--- src/rtl/bprm_pkg.sv ---
// Shared types and constants for the block peak and RMS meter.
// No dependencies; used by bprm_divsqrt and block_peak_rms_meter_core.
package bprm_pkg;

    // Register index codes of the configuration port
    typedef logic [0:0] t_cfg_idx;
    localparam t_cfg_idx CFG_BYPASS = 1'b0;
    localparam t_cfg_idx CFG_MONO   = 1'b1;

    // Accumulator and result widths
    localparam int SUM_BITS = 58;
    localparam int OUT_BITS = 24;
    localparam logic [SUM_BITS-1:0] SUM_MAX = '1;
    localparam logic [OUT_BITS-1:0] OUT_MAX = '1;

    // Shared subtractor width and iteration counts
    localparam int SUB_BITS   = 32;
    localparam int ROOT_BITS  = SUM_BITS / 2;
    localparam int SREM_BITS  = ROOT_BITS + 1;
    localparam int STEP_BITS  = 6;
    localparam int DIV_STEPS  = SUM_BITS;
    localparam int SQRT_STEPS = ROOT_BITS;

endpackage

--- src/rtl/bprm_divsqrt.sv ---
// Iterative mean-square divider followed by a digit-by-digit square root.
// One subtractor is shared by both phases. Depends on bprm_pkg.
module bprm_divsqrt #(
    parameter int CW = 13
) (
    input  logic                           i_clk,
    input  logic                           i_rst_n,
    input  logic                           i_start,
    input  logic [bprm_pkg::SUM_BITS-1:0]  i_sum,
    input  logic [CW-1:0]                  i_count,
    output logic                           o_done,
    output logic [bprm_pkg::OUT_BITS-1:0]  o_root
);

    typedef enum logic [2:0] {
        D_IDLE = 3'b001,
        D_DIV  = 3'b010,
        D_SQRT = 3'b100
    } t_dstate;

    t_dstate                          r_state;
    logic                             r_done;
    logic [bprm_pkg::STEP_BITS-1:0]   r_step;
    logic [bprm_pkg::SUM_BITS-1:0]    r_work;
    logic [CW-1:0]                    r_rem;
    logic [CW-1:0]                    r_divisor;
    logic [bprm_pkg::SREM_BITS-1:0]   r_srem;
    logic [bprm_pkg::ROOT_BITS-1:0]   r_root;
    logic                             r_zero;

    logic [CW:0]                      div_shift;
    logic [bprm_pkg::SUB_BITS-1:0]    sqrt_shift;
    logic [bprm_pkg::SUB_BITS-1:0]    sub_a;
    logic [bprm_pkg::SUB_BITS-1:0]    sub_b;
    logic [bprm_pkg::SUB_BITS:0]      sub_y;
    logic                             borrow;

    // Operands of the shared subtractor
    assign div_shift  = {r_rem, r_work[bprm_pkg::SUM_BITS-1]};
    assign sqrt_shift = {r_srem, r_work[bprm_pkg::SUM_BITS-1 -: 2]};

    always_comb begin
        case (r_state)
            D_DIV: begin
                sub_a = bprm_pkg::SUB_BITS'(div_shift);
                sub_b = bprm_pkg::SUB_BITS'(r_divisor);
            end
            D_SQRT: begin
                sub_a = sqrt_shift;
                sub_b = bprm_pkg::SUB_BITS'({r_root, 2'b01});
            end
            default: begin
                sub_a = '0;
                sub_b = '0;
            end
        endcase
    end

    assign sub_y  = {1'b0, sub_a} - {1'b0, sub_b};
    assign borrow = sub_y[bprm_pkg::SUB_BITS];

    // Sequencer: divide, then take the root of the quotient
    always_ff @(posedge i_clk) begin
        if (!i_rst_n) begin
            r_state <= D_IDLE;
            r_done  <= 1'b0;
            r_step  <= '0;
        end else begin
            r_done <= 1'b0;
            case (r_state)
                D_IDLE: begin
                    if (i_start) begin
                        r_state <= D_DIV;
                        r_step  <= '0;
                    end
                end
                D_DIV: begin
                    if (r_step == bprm_pkg::STEP_BITS'(bprm_pkg::DIV_STEPS - 1)) begin
                        r_state <= D_SQRT;
                        r_step  <= '0;
                    end else begin
                        r_step <= r_step + bprm_pkg::STEP_BITS'(1);
                    end
                end
                D_SQRT: begin
                    if (r_step == bprm_pkg::STEP_BITS'(bprm_pkg::SQRT_STEPS - 1)) begin
                        r_state <= D_IDLE;
                        r_done  <= 1'b1;
                    end else begin
                        r_step <= r_step + bprm_pkg::STEP_BITS'(1);
                    end
                end
                default: begin
                    r_state <= D_IDLE;
                end
            endcase
        end
    end

    // Datapath: shift the work word, keep remainder and root
    always_ff @(posedge i_clk) begin
        case (r_state)
            D_IDLE: begin
                if (i_start) begin
                    r_work    <= i_sum;
                    r_rem     <= '0;
                    r_divisor <= i_count;
                    r_srem    <= '0;
                    r_root    <= '0;
                    r_zero    <= (i_count == '0);
                end
            end
            D_DIV: begin
                r_work <= {r_work[bprm_pkg::SUM_BITS-2:0], ~borrow};
                r_rem  <= borrow ? div_shift[CW-1:0] : sub_y[CW-1:0];
            end
            D_SQRT: begin
                r_work <= {r_work[bprm_pkg::SUM_BITS-3:0], 2'b00};
                if (!borrow) begin
                    r_srem <= sub_y[bprm_pkg::SREM_BITS-1:0];
                    r_root <= {r_root[bprm_pkg::ROOT_BITS-2:0], 1'b1};
                end else begin
                    r_srem <= sqrt_shift[bprm_pkg::SREM_BITS-1:0];
                    r_root <= {r_root[bprm_pkg::ROOT_BITS-2:0], 1'b0};
                end
            end
            default: begin
                r_work <= r_work;
            end
        endcase
    end

    // Zero count gives zero; clamp the root to the output width
    assign o_done = r_done;
    always_comb begin
        if (r_zero) begin
            o_root = '0;
        end else if (r_root > bprm_pkg::ROOT_BITS'(bprm_pkg::OUT_MAX)) begin
            o_root = bprm_pkg::OUT_MAX;
        end else begin
            o_root = r_root[bprm_pkg::OUT_BITS-1:0];
        end
    end

endmodule

--- src/rtl/block_peak_rms_meter_core.sv ---
// Block peak and RMS meter for stereo frames: top level.
// Depends on bprm_pkg and bprm_divsqrt.
//
// Usage: each input beat is one stereo frame (i_sample_left, i_sample_right,
// i_last_of_block) on i_in_valid / o_in_stall. Peaks, sums of squares and a
// frame count are kept per block; the frame flagged last produces one output
// beat on o_out_valid / i_out_stall with both peaks and both RMS values, and
// clears the accumulators. Configuration (bypass, mono_input) is written on
// i_cfg_we / i_cfg_idx / i_cfg_data; the user must write it only while the
// block is idle, as the block itself does not enforce this. A measured frame
// is accepted, then squared and added per channel through one multiplier and
// one saturating adder; o_in_stall holds off the next frame until it is
// through. A last frame then runs the shared divide/square-root unit per
// channel (58 divide steps, 29 root steps, a start state each) and loads
// the output register. A bypassed frame skips peaks and sums, and if last goes
// straight to the output. A frame past the block limit skips only the sums.
// The output register holds a result until it is taken; the next frame is
// accepted meanwhile, and only a new result waits for the register to free.
// Reset clears the accumulators, the configuration and the output valid.
module block_peak_rms_meter_core #(
    parameter int BLOCK_MAX   = 4096,
    parameter int SAMPLE_BITS = 24
) (
    input  logic                                i_clk,
    input  logic                                i_rst_n,
    input  logic                                i_cfg_we,
    input  bprm_pkg::t_cfg_idx                  i_cfg_idx,
    input  logic                                i_cfg_data,
    input  logic                                i_in_valid,
    output logic                                o_in_stall,
    input  logic signed [SAMPLE_BITS-1:0]       i_sample_left,
    input  logic signed [SAMPLE_BITS-1:0]       i_sample_right,
    input  logic                                i_last_of_block,
    output logic                                o_out_valid,
    input  logic                                i_out_stall,
    output logic [bprm_pkg::OUT_BITS-1:0]       o_peak_left,
    output logic [bprm_pkg::OUT_BITS-1:0]       o_peak_right,
    output logic [bprm_pkg::OUT_BITS-1:0]       o_rms_left,
    output logic [bprm_pkg::OUT_BITS-1:0]       o_rms_right
);

    localparam int CW = $clog2(BLOCK_MAX + 1);
    localparam int PW = 2 * SAMPLE_BITS;
    localparam int AW = (PW + 1 > bprm_pkg::SUM_BITS + 1) ? PW + 1 : bprm_pkg::SUM_BITS + 1;
    localparam int EW = (SAMPLE_BITS > bprm_pkg::OUT_BITS) ? SAMPLE_BITS : bprm_pkg::OUT_BITS;

    typedef enum logic [9:0] {
        S_IDLE  = 10'b00_0000_0001,
        S_MULL  = 10'b00_0000_0010,
        S_ADDL  = 10'b00_0000_0100,
        S_MULR  = 10'b00_0000_1000,
        S_ADDR  = 10'b00_0001_0000,
        S_DIVL  = 10'b00_0010_0000,
        S_WAITL = 10'b00_0100_0000,
        S_DIVR  = 10'b00_1000_0000,
        S_WAITR = 10'b01_0000_0000,
        S_EMIT  = 10'b10_0000_0000
    } t_state;

    t_state                           r_state;
    logic                             r_bypass;
    logic                             r_mono;
    logic [SAMPLE_BITS-1:0]           r_peak_l;
    logic [SAMPLE_BITS-1:0]           r_peak_r;
    logic [bprm_pkg::SUM_BITS-1:0]    r_sum_l;
    logic [bprm_pkg::SUM_BITS-1:0]    r_sum_r;
    logic [CW-1:0]                    r_count;
    logic                             r_last;
    logic                             r_byp;
    logic                             r_out_valid;

    logic [SAMPLE_BITS-1:0]           r_mag_l;
    logic [SAMPLE_BITS-1:0]           r_mag_r;
    logic [PW-1:0]                    r_prod;
    logic [bprm_pkg::OUT_BITS-1:0]    r_rms_l;
    logic [bprm_pkg::OUT_BITS-1:0]    r_rms_r;
    logic [bprm_pkg::OUT_BITS-1:0]    r_o_peak_l;
    logic [bprm_pkg::OUT_BITS-1:0]    r_o_peak_r;
    logic [bprm_pkg::OUT_BITS-1:0]    r_o_rms_l;
    logic [bprm_pkg::OUT_BITS-1:0]    r_o_rms_r;

    logic                             in_take;
    logic                             out_free;
    logic                             do_sum;
    logic [SAMPLE_BITS-1:0]           mag_l;
    logic [SAMPLE_BITS-1:0]           mag_r;
    logic [SAMPLE_BITS-1:0]           mul_op;
    logic [bprm_pkg::SUM_BITS-1:0]    add_sum;
    logic [AW-1:0]                    add_y;
    logic [bprm_pkg::SUM_BITS-1:0]    sat_sum;
    logic [EW-1:0]                    pk_l_ext;
    logic [EW-1:0]                    pk_r_ext;
    logic [bprm_pkg::OUT_BITS-1:0]    pk_l_clamp;
    logic [bprm_pkg::OUT_BITS-1:0]    pk_r_clamp;
    logic                             ds_start;
    logic                             ds_done;
    logic [bprm_pkg::OUT_BITS-1:0]    ds_root;

    // Handshake
    assign o_in_stall = (r_state != S_IDLE);
    assign in_take    = i_in_valid && (r_state == S_IDLE);
    assign out_free   = !r_out_valid || !i_out_stall;
    assign do_sum     = (r_count < CW'(BLOCK_MAX));

    // Sample magnitudes; mono repeats the left channel
    assign mag_l = i_sample_left[SAMPLE_BITS-1] ?
                   (~i_sample_left + SAMPLE_BITS'(1)) : i_sample_left;
    assign mag_r = r_mono ? mag_l :
                   (i_sample_right[SAMPLE_BITS-1] ?
                    (~i_sample_right + SAMPLE_BITS'(1)) : i_sample_right);

    // Shared squarer and saturating accumulator
    assign mul_op  = (r_state == S_MULR) ? r_mag_r : r_mag_l;
    assign add_sum = (r_state == S_ADDR) ? r_sum_r : r_sum_l;
    assign add_y   = AW'(add_sum) + AW'(r_prod);
    assign sat_sum = (add_y > AW'(bprm_pkg::SUM_MAX)) ? bprm_pkg::SUM_MAX
                                                      : add_y[bprm_pkg::SUM_BITS-1:0];

    // Clamp peaks to the output width
    assign pk_l_ext   = EW'(r_peak_l);
    assign pk_r_ext   = EW'(r_peak_r);
    assign pk_l_clamp = (pk_l_ext > EW'(bprm_pkg::OUT_MAX)) ? bprm_pkg::OUT_MAX
                                                            : pk_l_ext[bprm_pkg::OUT_BITS-1:0];
    assign pk_r_clamp = (pk_r_ext > EW'(bprm_pkg::OUT_MAX)) ? bprm_pkg::OUT_MAX
                                                            : pk_r_ext[bprm_pkg::OUT_BITS-1:0];

    // Divide and root unit, run once per channel
    assign ds_start = (r_state == S_DIVL) || (r_state == S_DIVR);

    bprm_divsqrt #(
        .CW (CW)
    ) u_divsqrt (
        .i_clk   (i_clk),
        .i_rst_n (i_rst_n),
        .i_start (ds_start),
        .i_sum   ((r_state == S_DIVR) ? r_sum_r : r_sum_l),
        .i_count (r_count),
        .o_done  (ds_done),
        .o_root  (ds_root)
    );

    // Control, configuration and accumulators
    always_ff @(posedge i_clk) begin
        if (!i_rst_n) begin
            r_state     <= S_IDLE;
            r_bypass    <= 1'b0;
            r_mono      <= 1'b0;
            r_peak_l    <= '0;
            r_peak_r    <= '0;
            r_sum_l     <= '0;
            r_sum_r     <= '0;
            r_count     <= '0;
            r_last      <= 1'b0;
            r_byp       <= 1'b0;
            r_out_valid <= 1'b0;
        end else begin
            // Write configuration
            if (i_cfg_we) begin
                case (i_cfg_idx)
                    bprm_pkg::CFG_BYPASS: r_bypass <= i_cfg_data;
                    bprm_pkg::CFG_MONO:   r_mono   <= i_cfg_data;
                    default: ;
                endcase
            end

            // Load the output beat, or drop it once taken
            if ((r_state == S_EMIT) && out_free) begin
                r_out_valid <= 1'b1;
            end else if (r_out_valid && !i_out_stall) begin
                r_out_valid <= 1'b0;
            end

            case (r_state)
                S_IDLE: begin
                    if (in_take) begin
                        r_last <= i_last_of_block;
                        r_byp  <= r_bypass;
                        if (r_bypass) begin
                            r_state <= i_last_of_block ? S_EMIT : S_IDLE;
                        end else begin
                            if (mag_l > r_peak_l) r_peak_l <= mag_l;
                            if (mag_r > r_peak_r) r_peak_r <= mag_r;
                            if (do_sum) begin
                                r_state <= S_MULL;
                            end else begin
                                r_state <= i_last_of_block ? S_DIVL : S_IDLE;
                            end
                        end
                    end
                end
                S_MULL: r_state <= S_ADDL;
                S_ADDL: begin
                    r_sum_l <= sat_sum;
                    r_state <= S_MULR;
                end
                S_MULR: r_state <= S_ADDR;
                S_ADDR: begin
                    r_sum_r <= sat_sum;
                    r_count <= r_count + CW'(1);
                    r_state <= r_last ? S_DIVL : S_IDLE;
                end
                S_DIVL: r_state <= S_WAITL;
                S_WAITL: begin
                    if (ds_done) r_state <= S_DIVR;
                end
                S_DIVR: r_state <= S_WAITR;
                S_WAITR: begin
                    if (ds_done) r_state <= S_EMIT;
                end
                S_EMIT: begin
                    // Clear for the next block once the result is loaded
                    if (out_free) begin
                        r_peak_l    <= '0;
                        r_peak_r    <= '0;
                        r_sum_l     <= '0;
                        r_sum_r     <= '0;
                        r_count     <= '0;
                        r_state     <= S_IDLE;
                    end
                end
                default: begin
                    r_state <= S_IDLE;
                end
            endcase
        end
    end

    // Payload registers
    always_ff @(posedge i_clk) begin
        if (in_take) begin
            r_mag_l <= mag_l;
            r_mag_r <= mag_r;
        end
        if ((r_state == S_MULL) || (r_state == S_MULR)) begin
            r_prod <= PW'(mul_op) * PW'(mul_op);
        end
        if ((r_state == S_WAITL) && ds_done) r_rms_l <= ds_root;
        if ((r_state == S_WAITR) && ds_done) r_rms_r <= ds_root;
        if ((r_state == S_EMIT) && out_free) begin
            r_o_peak_l <= r_byp ? '0 : pk_l_clamp;
            r_o_peak_r <= r_byp ? '0 : pk_r_clamp;
            r_o_rms_l  <= r_byp ? '0 : r_rms_l;
            r_o_rms_r  <= r_byp ? '0 : r_rms_r;
        end
    end

    assign o_out_valid  = r_out_valid;
    assign o_peak_left  = r_o_peak_l;
    assign o_peak_right = r_o_peak_r;
    assign o_rms_left   = r_o_rms_l;
    assign o_rms_right  = r_o_rms_r;

    // Assertions
    a_count_cap: assert property (@(posedge i_clk) disable iff (!i_rst_n)
        r_count <= CW'(BLOCK_MAX))
        else $error("frame count beyond block limit");

    a_clear_after_emit: assert property (@(posedge i_clk) disable iff (!i_rst_n)
        (r_state == S_EMIT) && out_free |=>
            (r_count == '0) && (r_sum_l == '0) && (r_peak_r == '0))
        else $error("accumulators not cleared after result");

    a_done_when_waiting: assert property (@(posedge i_clk) disable iff (!i_rst_n)
        ds_done |-> (r_state == S_WAITL) || (r_state == S_WAITR))
        else $error("root unit finished outside a wait state");

    a_rms_below_peak: assert property (@(posedge i_clk) disable iff (!i_rst_n)
        r_out_valid |-> (r_o_rms_l <= r_o_peak_l) && (r_o_rms_r <= r_o_peak_r))
        else $error("rms exceeds peak");

endmodule
--- config.mk ---
export PLATFORM = sky130hd
export DESIGN_NAME = block_peak_rms_meter_core
export DESIGN_NICKNAME = d
export VERILOG_FILES = /design/src/rtl/bprm_pkg.sv /design/src/rtl/bprm_divsqrt.sv /design/src/rtl/block_peak_rms_meter_core.sv
export SDC_FILE = /design/constraint.sdc
export NUM_CORES = 2
export LEC_CHECK = 0
export BUFFER_PORTS_ARGS = -buffer_cell sky130_fd_sc_hd__buf_2
export CAP_MARGIN = 25
export CORE_MARGIN = 10
export CORE_UTILIZATION = 58
export CTS_CLUSTER_SIZE = 40
export DETAILED_ROUTE_END_ITERATION = 8
export GPL_TIMING_DRIVEN = 0
export PLACE_DENSITY = 0.78
export SLEW_MARGIN = 20
export SYNTH_ARGS = -nofsm -noshare
export SYNTH_HDL_FRONTEND = slang
export SYNTH_HIERARCHICAL = 1
export SYNTH_SLANG_ARGS = --single-unit
--- constraint.sdc ---
create_clock -name i_clk -period 8.77 [get_ports i_clk]
set_clock_uncertainty 0.1 [all_clocks]
set_input_delay 2.1925 -clock i_clk [delete_from_list [all_inputs] [get_ports i_clk]]
set_output_delay 2.1925 -clock i_clk [all_outputs]
set_load 0.01 [all_outputs]
==> impl_metrics.yaml <==
clocking:
  cts_tree: "done"
  clockBufferDepth: 3
  cts.htree.levels: 2
  clock_tree.root_cell: "clkbuf_16"
  clk_pin_slew_ns: 0.06
  cts_sinks: 585
  cts_buffers: 60
  clk_latency_ns: 0.68
min_path:
  min_delay_path_depth: 2
  min_from: "pk_r_ext[12]"
  hold_class: "reg2reg"
  holdPathEnd: "pk_r_ext[12]"
place:
  dpl.hpwl_um: 110000
  place_area_um2: 49300
  dp_cells: 6206
  portBuffers: 152
  gp_congestion: 1.00
setup_path:
  arrival_ns: 9.15
  reg2reg_from: "r_state[8]"
  worst-path-buf-inv: 11
  slowest_delay_ns: 0.57
  r2r_end: "r_prod[39]"
  worstPathRequired_ns: 9.10
  setup.worst_path.end_class: "flop"
  cpLargestDelayFamily: "adder cells"
  crit_path_start_kind: "flop"
  critical_path_class: "reg2reg"
  critPathSlowestCell: "fa_2"
  reg2reg_slack_ns: -0.05
  crit_fanout: 10
  reg2reg_depth: 34
status:
  status: "finished, violations left"
  violations: "negative setup slack"
global_route:
  antenna_found_initial: 5
  grt_max_degree: 60
  grt_pass1_wl_um: 224000
  grt_use_total: 0.305
  first_global_vias: 38900
  grt_overflow: 0
layout:
  layout-drive-gt1-share: 0.129
  fin_area_um2: 53700
  area_growth_pct: 14.3
  nets: 6094
  instances_no_fill: 6415
routing:
  avgViaCountPerCell: 6.03
  first_iter_violations: 3907
  wirelength_um: 146000
  dr.pass1.iters: 6
  avgRoutedWirePerCell_um: 22.8
  detail-route-antenna-nets: 0
  num_vias: 38700
  drc: 0
logic_synthesis:
  ys_ff_latch: 585
  ys.flop_type: "edfxtp_1"
  synth_top_area_cell: "edfxtp_1"
  ys_warn_count: 6
  synthTopCellsByArea: "edfxtp_1 24%, fa_1 19%, dfxtp_1 8.6%"
  synth.distinct_cells: 88
  synth_top_area_share: 0.245
  synth_edf_count: 383
  syn-mean-instance-area_um2: 9.42
  synth-seq-area-share: 0.331
  synthesis.nets: 5777
  yosysMostFrequentCell: "inv_1"
  synthCells: 4985
  ys_top_cells_by_count: "699 x inv_1, 684 x nand2_1, 435 x fa_1, 383 x edfxtp_1, 357 x nor2_1"
  async_flop_share: 0
  synth_area_um2: 47000
floorplan:
  die_h_um: 305
  die-area_um2: 92800
  fp.dieW_um: 305
  initial_core_util: 0.584
  core_um2: 80400
  io_pins: 154
  rows: 104
sta:
  rsz0062_at_grt: "true"
  holdWs_ns: 0.372
  setup_violations: 3
  relSlewSlack: 0.277
  hold_viol: 0
  timing.final.ws_setup_ns: -0.0462
  clock.fmax_mhz: 113
  min_period_ns: 8.82
  final.period_utilization: 1.01
  worst_pin_slew_ns: 1.07
  slew_violations: 0
job:
  maxCapViolCount: 0
-- through the flow --
| stage | worst slack, ns | TNS (ns) | util |
|---|---|---|---|
| 5_1_grt | -0.262 | -1.69 | 0.668 |
| 6_report | -0.0462 | -0.130 | 0.668 |
| 2_1_floorplan | 0.0175 | 0 | - |
| 4_1_cts | 0.00734 | 0 | 0.660 |
| 3_3_place_gp | -2.32 | -56.33 | 0.610 |
| 3_5_place_dp | -2.52 | -62.94 | 0.613 |
-- registers in the layout (all words and copies together) (netlist names), 24 cells and up --
name              cells
r_sum_l              58
r_rms_r              24
o_rms_right          24
r_rms_l              24
r_prod               47
r_mag_r              24
o_peak_left          24
o_peak_right         24
o_rms_left           24
pk_l_ext             24
r_sum_r              58
u_divsqrt/r_work     58
pk_r_ext             24
u_divsqrt/r_root     29
u_divsqrt/r_srem     30
r_mag_l              24
-- what timing repair did --
| action | in CTS | in global routing |
|---|---|---|
| buffers inserted | 61 | 33 |
| pin swaps | 42 | 72 |
| gates resized for setup | 277 | 104 |
| cloned | 3 | 0 |
| endpoints found under the setup margin | 34 | 15 |
| hold buffers | 0 | 0 |
-- worst register-to-register path, delay by kind of cell (launching register included) --
| kind | cells | cell delay [ns] |
|---|---|---|
| buf+inv | 11 | 1.13 |
| flops | 1 | 0.36 |
| mux | 1 | 0.37 |
| simple gates | 6 | 1.14 |
| compound gates | 7 | 1.33 |
| xor+xnor | 1 | 0.30 |
| fa+ha+maj | 8 | 3.86 |
-- logic make-up after synthesis --
family,count (synthesis),share of synthesized area
buffers and inverters,934,0.0754
XOR/XNOR,167,0.0311
adder cells (fa/ha/maj),736,0.266
AND/OR/NAND/NOR,1532,0.147
AO/OA/AOI/OAI,921,0.125
multiplexers,110,0.0255
flip-flops,585,0.331
-- how the worst max path moves through the flow --
stage | startpoint | endpoint | slack, ns | cells after the start
2_1_floorplan | r_state[9] | r_prod[46] | 0.02 | 33
3_3_place_gp | r_state[6] | r_prod[46] | -2.32 | 29
3_5_place_dp | r_state[6] | r_prod[41] | -2.52 | 30
4_1_cts | r_state[9] | r_prod[46] | 0.007 | 34
5_1_grt | r_state[8] | r_prod[46] | -0.26 | 30
6_report | r_state[8] | r_prod[39] | -0.05 | 34
-- area by class of cell --
cell class / count / area [um^2]
diodes: 1 / 2.50
plain buffers: 226 / 1390
clock buffers: 73 / 1620
inverters: 706 / 2700
multi-input cells: 3466 / 28700
repair buffers: 257 / 1880
well taps: 1060 / 1330
clock inverters: 41 / 497
fillers: 6211 / 26700
flip-flops and latches: 585 / 15500
-- metal layers --
metal | global-route usage | part of all wire
met4 | 0.162 | 0.061
met5 | 0 | 0.00027
met1 | 0.378 | 0.38
met3 | 0.0635 | 0.091
met2 | 0.499 | 0.47
-- cells in the final DEF, fill, tap and decap left out, types with 20 or more instances in the layout --
cell       synthesis  final
a211oi_1          26     23
a21o_1            76     76
a21oi_1          279    268
a22o_1            55     55
a22oi_1           60     60
and3_1            75     71
buf_1             26     20
buf_2             11    160
buf_4              5     77
clkbuf_1         184    155
clkbuf_16          0     70
dfxtp_1          202    200
edfxtp_1         383    383
fa_1             435    413
fa_2               0     22
ha_1             301    283
inv_1            699    670
inv_2              2     24
mux2_2            76     62
mux2i_1           34     20
nand2_1          684    661
nand2b_1          24     23
nand3_1          134    134
nand4_1           39     39
nor2_1           357    347
nor2b_1           71     71
nor3_1            40     38
o21a_1            30     29
o21ai_0          219    214
o21bai_1          21     21
o31ai_1           29     28
or3_1             21     21
xnor2_1          110    109
xor2_1            57     57
Power is not shown: default switching activity piles up to over one toggle a cycle in this logic, so the estimate is an artifact.
